===== src/hdl/h263dp_pkg.sv =====
// Shared types and constants for the H.263 RTP payload depacketizer.
// No dependencies; imported by every module of the block.
package h263dp_pkg;

    localparam int POS_W = 7;
    localparam logic [POS_W-1:0] POS_MAX = 7'd127;
    localparam logic [POS_W-1:0] HDR_BASE = 7'd2;

    // Bits of header byte 0
    localparam int P_BIT = 2;
    localparam int V_BIT = 1;
    localparam int PLEN_HI_BIT = 0;

    // Number of results queued by one input byte
    localparam logic [1:0] CNT_NONE = 2'd0;
    localparam logic [1:0] CNT_ONE  = 2'd1;
    localparam logic [1:0] CNT_TWO  = 2'd2;

    // One result item
    typedef struct packed {
        logic [7:0] out_byte;
        logic       byte_valid;
        logic       frame_end;
        logic       short_packet;
        logic       run_last;
    } res_t;

    // Results produced by one accepted input byte
    typedef struct packed {
        res_t       r0;
        res_t       r1;
        logic [1:0] count;
    } push_t;

endpackage


===== src/hdl/h263dp_parser.sv =====
// Payload header parser: tracks position in the packet and forms the results
// of one input byte. Depends on h263dp_pkg.
module h263dp_parser
    import h263dp_pkg::*;
(
    input  logic       clk,
    input  logic       rst_n,
    input  logic       accept,
    input  logic [7:0] payload_byte,
    input  logic       packet_last,
    input  logic       rtp_marker,
    output push_t      push
);

    logic [POS_W-1:0] pos_reg, pos_next;
    logic [POS_W-1:0] hlen_reg, hlen_next;
    logic             pflag_reg, pflag_next;
    logic             vflag_reg, vflag_next;
    logic             phigh_reg, phigh_next;

    logic             pos0;
    logic             pos1;
    logic             eff_p;
    logic             eff_v;
    logic             eff_ph;
    logic [POS_W-1:0] hlen_eff;
    logic [POS_W:0]   pos_inc;
    logic             is_data;
    logic             hdr_end;
    logic             is_short;
    res_t             r_data;
    res_t             r_zero;
    res_t             r_flag;

    // Header fields: byte 0 takes the flags live, byte 1 completes PLEN
    always_comb
    begin
        pos0   = (pos_reg == '0);
        pos1   = (pos_reg == POS_W'(1));
        eff_p  = pos0 ? payload_byte[P_BIT]       : pflag_reg;
        eff_v  = pos0 ? payload_byte[V_BIT]       : vflag_reg;
        eff_ph = pos0 ? payload_byte[PLEN_HI_BIT] : phigh_reg;
        if (pos0)
        begin
            hlen_eff = HDR_BASE + POS_W'(payload_byte[V_BIT]);
        end
        else if (pos1)
        begin
            hlen_eff = HDR_BASE + POS_W'(vflag_reg)
                     + POS_W'({phigh_reg, payload_byte[7:3]});
        end
        else
        begin
            hlen_eff = hlen_reg;
        end
        pos_inc  = {1'b0, pos_reg} + (POS_W+1)'(1);
        is_data  = (pos_reg >= hlen_eff);
        hdr_end  = (pos_inc == {1'b0, hlen_eff}) && eff_p;
        is_short = (pos_inc < {1'b0, hlen_eff});
    end

    // Result forming
    always_comb
    begin
        r_data = '{out_byte: payload_byte, byte_valid: 1'b1,
                   frame_end: packet_last & rtp_marker, short_packet: 1'b0,
                   run_last: 1'b1};
        r_zero = '{out_byte: 8'h00, byte_valid: 1'b1, frame_end: 1'b0,
                   short_packet: 1'b0, run_last: 1'b0};
        r_flag = '{out_byte: 8'h00, byte_valid: 1'b0, frame_end: rtp_marker,
                   short_packet: is_short, run_last: 1'b1};
        push.r0    = r_data;
        push.r1    = r_zero;
        push.count = CNT_NONE;
        if (is_data)
        begin
            push.count = CNT_ONE;
        end
        else if (hdr_end)
        begin
            push.r0           = r_zero;
            push.r1           = r_zero;
            push.r1.frame_end = packet_last & rtp_marker;
            push.r1.run_last  = 1'b1;
            push.count        = CNT_TWO;
        end
        else if (packet_last && (is_short || rtp_marker))
        begin
            push.r0    = r_flag;
            push.count = CNT_ONE;
        end
    end

    // Next state: packet end returns to the start-of-packet values
    always_comb
    begin
        if (packet_last)
        begin
            pos_next   = '0;
            hlen_next  = HDR_BASE;
            pflag_next = 1'b0;
            vflag_next = 1'b0;
            phigh_next = 1'b0;
        end
        else
        begin
            pos_next   = (pos_reg == POS_MAX) ? pos_reg : pos_inc[POS_W-1:0];
            hlen_next  = hlen_eff;
            pflag_next = eff_p;
            vflag_next = eff_v;
            phigh_next = eff_ph;
        end
    end

    always_ff @(posedge clk or negedge rst_n)
    begin
        if (!rst_n)
        begin
            pos_reg   <= '0;
            hlen_reg  <= HDR_BASE;
            pflag_reg <= 1'b0;
            vflag_reg <= 1'b0;
            phigh_reg <= 1'b0;
        end
        else if (accept)
        begin
            pos_reg   <= pos_next;
            hlen_reg  <= hlen_next;
            pflag_reg <= pflag_next;
            vflag_reg <= vflag_next;
            phigh_reg <= phigh_next;
        end
    end

endmodule


===== src/hdl/h263dp_out_queue.sv =====
// Two-entry result register: holds the results of one input byte and
// releases them in order. Depends on h263dp_pkg.
module h263dp_out_queue
    import h263dp_pkg::*;
(
    input  logic  clk,
    input  logic  rst_n,
    input  logic  push_en,
    input  push_t push,
    output logic  in_ready,
    output logic  out_valid,
    input  logic  out_ready,
    output res_t  head
);

    logic [1:0] count_reg, count_next;
    res_t       slot0_reg, slot0_next;
    res_t       slot1_reg, slot1_next;
    logic       pop;

    // A new request only lands in an empty queue (after this cycle's pop)
    assign in_ready  = (count_reg == CNT_NONE) || ((count_reg == CNT_ONE) && out_ready);
    assign out_valid = (count_reg != CNT_NONE);
    assign pop       = out_valid && out_ready;
    assign head      = slot0_reg;

    always_comb
    begin
        count_next = count_reg;
        slot0_next = slot0_reg;
        slot1_next = slot1_reg;
        if (push_en)
        begin
            count_next = push.count;
            slot0_next = push.r0;
            slot1_next = push.r1;
        end
        else if (pop)
        begin
            count_next = count_reg - 2'd1;
            slot0_next = slot1_reg;
        end
    end

    always_ff @(posedge clk or negedge rst_n)
    begin
        if (!rst_n)
        begin
            count_reg <= CNT_NONE;
        end
        else
        begin
            count_reg <= count_next;
        end
    end

    // Payload slots, no reset needed
    always_ff @(posedge clk)
    begin
        slot0_reg <= slot0_next;
        slot1_reg <= slot1_next;
    end

    // Queue never holds more than the two results of one byte
    assert property (@(posedge clk) disable iff (!rst_n)
        count_reg != 2'd3)
        else $error("result queue overflow");

    // The head marks end of run exactly when it is the only entry left
    assert property (@(posedge clk) disable iff (!rst_n)
        out_valid && head.run_last |-> count_reg == CNT_ONE)
        else $error("run_last on head with a result still behind it");

    assert property (@(posedge clk) disable iff (!rst_n)
        out_valid && !head.run_last |-> count_reg == CNT_TWO)
        else $error("run without closing result");

    // No new byte while two results are pending
    assert property (@(posedge clk) disable iff (!rst_n)
        count_reg == CNT_TWO |-> !in_ready)
        else $error("byte accepted over pending results");

endmodule


===== src/hdl/h263_rtp_payload_depacketizer.sv =====
// A result is registered and appears on the master side in the cycle after its byte is accepted.
// One byte per cycle while m_tready is high; a byte that closes a header with P set yields two
//   zero bytes and holds the input while the second leaves.
// Header bytes that cause no result are accepted and produce nothing.
// Reset (rst_n low, asynchronous) empties the result register and returns the
//   parser to the start of a packet.
module h263_rtp_payload_depacketizer
    import h263dp_pkg::*;
(
    input  logic       clk,
    input  logic       rst_n,
    input  logic       s_tvalid,
    output logic       s_tready,
    input  logic [7:0] s_tdata,   // [7:0] payload_byte
    input  logic       s_tlast,   // packet_last
    input  logic [0:0] s_tuser,   // [0] rtp_marker
    output logic       m_tvalid,
    input  logic       m_tready,
    output logic [7:0] m_tdata,   // [7:0] out_byte
    output logic       m_tlast,   // run_last
    output logic [2:0] m_tuser    // [0] byte_valid, [1] frame_end, [2] short_packet
);

    logic  accept;
    push_t push;
    res_t  head;

    assign accept = s_tvalid && s_tready;

    h263dp_parser u_parser (
        .clk          (clk),
        .rst_n        (rst_n),
        .accept       (accept),
        .payload_byte (s_tdata),
        .packet_last  (s_tlast),
        .rtp_marker   (s_tuser[0]),
        .push         (push)
    );

    h263dp_out_queue u_out_queue (
        .clk       (clk),
        .rst_n     (rst_n),
        .push_en   (accept),
        .push      (push),
        .in_ready  (s_tready),
        .out_valid (m_tvalid),
        .out_ready (m_tready),
        .head      (head)
    );

    assign m_tdata = head.out_byte;
    assign m_tlast = head.run_last;
    assign m_tuser = {head.short_packet, head.frame_end, head.byte_valid};

endmodule


===== config.mk =====
export PLATFORM = sky130hd
export DESIGN_NAME = h263_rtp_payload_depacketizer
export DESIGN_NICKNAME = d
export VERILOG_FILES = /design/src/hdl/h263dp_pkg.sv /design/src/hdl/h263dp_parser.sv /design/src/hdl/h263dp_out_queue.sv /design/src/hdl/h263_rtp_payload_depacketizer.sv
export SDC_FILE = /design/constraint.sdc
export NUM_CORES = 1
export LEC_CHECK = 0
export ABC_AREA = 0
export ABC_CLOCK_PERIOD_IN_PS = 4800
export BUFFER_PORTS_ARGS = -buffer_cell sky130_fd_sc_hd__buf_4
export CORE_MARGIN = 1.5
export CORE_UTILIZATION = 35
export DETAILED_ROUTE_END_ITERATION = 16
export PLACE_DENSITY_LB_ADDON = 0.1
export SYNTH_ARGS = -nofsm -noshare
export SYNTH_HDL_FRONTEND = slang
export SYNTH_HIERARCHICAL = 1
export SYNTH_SLANG_ARGS = --single-unit

===== constraint.sdc =====
create_clock -name clk -period 4.8 [get_ports clk]
set_input_delay 0.96 -clock clk [delete_from_list [all_inputs] [get_ports clk]]
set_output_delay 0.96 -clock clk [all_outputs]
set_load 0.005 [all_outputs]

==> summary.md <==
| Metric | Value |
|---|---|
| Yosys cell types | `52` |
| Hold Vio Cnt, Final | `0` |
| Crit-path cells | `inv_1 -> ha_1 -> or4b_4 -> nor3_1 -> a211oi_1 -> ha_1 -> nor2b_1 -> o211ai_1 -> a211oi_1 -> o32ai_2 -> nor2b_1 -> mux2_1` |
| P&R area growth vs syn | `12.8%` |
| Seq cells post-synth | `43` |
| Cell Rows | `31` |
| Tcrit/Tclk final | `0.862` |
| Placement-stage worst setup slack | `0.550 ns` |
| Crit start category | `flip-flop` |
| Die ar. | `8100 um^2` |
| Hold_sp | `u_parser/hlen_reg[6]` |
| Fraction of layout instances using a drive strength above 1 | `0.216` |
| Avg Vias per Cell | `5.01` |
| Routed wire length | `5600 um` |
| DP HPWL | `4020 um` |
| Cts bufs inserted | `5` |
| Sw frac | `0.392` |
| Gr usage total | `0.144` |
| Final Max Slew Viols | `0` |
| Clk pwr share | `0.140` |
| Core area | `7290 um^2` |
| Final Util | `0.410` |
| Starting Density | `0.363` |
| CTS max path bufs | `2` |
| Top Ports | `28` |
| Critical path's slowest cell | `o32ai_2` |
| Worst-Skew Late Latency | `0.29 ns` |
| Tmin final | `4.14 ns` |
| Relative slew slack | `0.591` |
| Max Freq | `242 MHz` |
| Syn Inst Count | `242` |
| Hold-fix buffers, CTS | `0` |
| Reg2Reg Capture Point | `u_out_queue/head[5]` |
| Crit path max fanout | `8` |
| Die Span Y | `90.0 um` |
| Routed via count | `1838` |
| 1st-iter DRT viols | `75` |
| Share of power burned in registers | `0.359` |
| Worst-margin pin slew | `0.607 ns` |
| Critical path type | `reg -> reg` |
| Ant diodes | `0` |
| Reg2reg start | `u_parser/pos_reg[0]` |
| Mapped Avg Cell Area | `10.9 um^2` |
| TritonRoute pass-1 iters | `4` |
| Dpl cells | `359` |
| Met3 wire length | `193 um` |
| PostCTS Resize Cnt | `0` |
| # setup viols final | `0` |
| Root Driver | `clkbuf_8` |
| TritonCTS clock tree | `done` |
| Switching Power | `0.670 mW` |
| Fill count | `736` |
| Top FF cell, synth | `edfxtp_1` |
| First-pass GRT wire length | `9320 um` |
| Routed length on met2 | `2510 um` |
| Sequential share of the synthesized area | `0.452` |
| Worst path max stage delay | `0.59 ns` |
| Multi-input gate area | `1320 um^2` |
| Arrival time at the worst endpoint | `4.18 ns` |
| RSZ-0062 raised after global routing | `no` |
| Avg WL per Cell | `15.2 um` |
| Post-synth EDFFs | `24` |
| Peak VDD IR | `298 uV` |
| Async set-reset flop share out of synthesis | `0.442` |
| Status | `completed` |
| Min-Delay Path Class | `reg -> reg` |
| Reg area | `1200 um^2` |
| WL met1 | `2850 um` |
| Number of global-route vias before repair | `1794` |
| R2R depth | `12` |
| Hold path depth | `1` |
| Final nets | `302` |
| Logic pwr share | `0.501` |
| Lkg Pwr | `1.26 nW` |
| PwrDens | `573 nW/um^2` |
| Initial antenna violation count | `0` |
| Final ANT Viol Nets | `0` |
| Htree depth | `2` |
| Critical Path Sink Type | `flip-flop` |
| Number of remaining DRC errors | `0` |
| Die Wd | `90.0 um` |
| Largest net degree at the start of global routing | `44` |
| Reg clk slew, reported paths | `0.09 ns` |
| Hold EP | `u_parser/hlen_reg[6]` |
| DR top layer | `met4` |
| Data required time at the worst endpoint | `4.85 ns` |
| Overflow left after global routing | `0` |
| Max-cap violations | `0` |
| Flop2flop setup slack | `0.66 ns` |
| Clock Sinks | `43` |
| Worst Slack Setup Final | `0.665 ns` |
| Setup TNS | `0 ns` |
| Final Non-Filler Cells | `367` |
| Worst clock skew | `0.0102 ns` |
| RePlAce Congestion | `0.816` |
| I/O Buffers | `27` |
| Mapped Area | `2650 um^2` |
| Number of setup buffers added after CTS | `0` |
| Ys Warns | `6` |
| Int Power | `1.04 mW` |
## cell usage in the layout (no fill, tap or decap), types with 2 or more instances in the layout
cell type / instances
clkbuf_8: 6
nor2_1: 11
o211ai_2: 2
o31ai_1: 2
xnor2_1: 3
and3_1: 7
nor3_1: 4
nand3_1: 7
nand4_1: 3
nand2b_1: 3
o21ai_0: 7
dfrtp_1: 18
ha_1: 21
edfxtp_1: 24
nand2_1: 16
o2bb2ai_1: 5
or4b_4: 2
a31oi_1: 3
xor2_1: 6
a211oi_1: 2
buf_4: 28
nor2b_1: 8
a32o_1: 2
conb_1: 10
clkinv_1: 2
mux2_2: 12
a21oi_1: 14
a31o_2: 2
o211ai_1: 5
a21o_1: 2
a22o_1: 2
inv_1: 10
## per-layer routing
metal	GRT usage	vias up
li1	-	930
met1	0.207	872
met2	0.223	32
met3	0.0262	4
met4	0.0370	0
met5	0	-
## power by group through the flow
stage	combinational [mW]	clock [mW]	sequential, mW
floorplan	0.614	0	0.606
global placement	0.863	0	0.622
CTS	0.869	0.253	0.615
detailed placement	0.865	0	0.622
finish	0.857	0.240	0.614
global route	0.965	0.270	0.629
## worst max-delay path, delay by kind of cell, from the launching register on
kind                       cells  cell delay, ns
AOI/OAI and AO/OA              4            1.26
and+or+nand+nor                4            1.18
adders and majority gates      2            0.54
DFF                            1            0.47
muxes                          1            0.32
buffers and inverters          1            0.12
## through the flow
stage,cell area [um^2],hold slack [ns],total power [mW]
detailed placement,2890,0.470,1.49
global route,2990,0.504,1.86
floorplan,2680,0.449,1.22
global placement,2890,0.469,1.49
finish,2990,0.488,1.71
CTS,2990,0.490,1.74
## cell type report
| type | count | share of cell area |
|---|---|---|
| Multi-Input combinational cell | 178 | 0.442 |
| Tap cell | 99 | 0.0415 |
| Clock inverter | 2 | 0.00377 |
| Sequential cell | 43 | 0.401 |
| Inverter | 11 | 0.0138 |
| Clock buffer | 6 | 0.0276 |
| Timing Repair Buffer | 28 | 0.0704 |
## Yosys cell counts, types with 2 or more instances
master | count | area (um^2)
edfxtp_1 | 24 | 721
ha_1 | 21 | 263
dfrtp_1 | 18 | 450
nand2_1 | 16 | 60.1
a21oi_1 | 14 | 70.1
mux2_2 | 12 | 135
buf_4 | 11 | 82.6
nor2_1 | 11 | 41.3
inv_1 | 10 | 37.5
nor2b_1 | 8 | 50.1
and3_1 | 7 | 43.8
nand3_1 | 7 | 35.0
o21ai_0 | 7 | 35.0
xor2_1 | 6 | 52.6
o211ai_1 | 5 | 37.5
o2bb2ai_1 | 5 | 43.8
buf_2 | 4 | 20.0
nor3_1 | 4 | 20.0
a31oi_1 | 3 | 18.8
nand2b_1 | 3 | 18.8
nand4_1 | 3 | 18.8
xnor2_1 | 3 | 26.3
a211oi_1 | 2 | 15.0
a21o_1 | 2 | 15.0
a22o_1 | 2 | 17.5
a31o_2 | 2 | 17.5
a32o_1 | 2 | 20.0
clkbuf_1 | 2 | 7.51
conb_1 | 2 | 7.51
o211ai_2 | 2 | 25.0
o31ai_1 | 2 | 15.0
or4b_4 | 2 | 27.5
## worst max-delay path by stage
stage | start | to | slack [ns]
after CTS | u_parser/pos_reg[0] | u_out_queue/head[5] | 0.66
after floorplan | s_tdata[3] | u_out_queue/head[5] | 1.21
after global placement | s_tdata[3] | u_out_queue/head[5] | 0.55
after detailed placement | s_tdata[3] | u_out_queue/head[5] | 0.55
final | u_parser/pos_reg[0] | u_out_queue/head[5] | 0.66
after global routing | u_parser/pos_reg[0] | u_out_queue/head[5] | 0.42
## logic make-up after synthesis
group                    synth area share
buffers and inverters              0.0614
flip-flops                          0.452
AO/OA/AOI/OAI                       0.143
other                             0.00284
adder cells (fa/ha/maj)            0.0992
AND/OR/NAND/NOR                     0.156
XOR/XNOR                           0.0298
multiplexers                       0.0553
(Power assumes the default switching activity.)
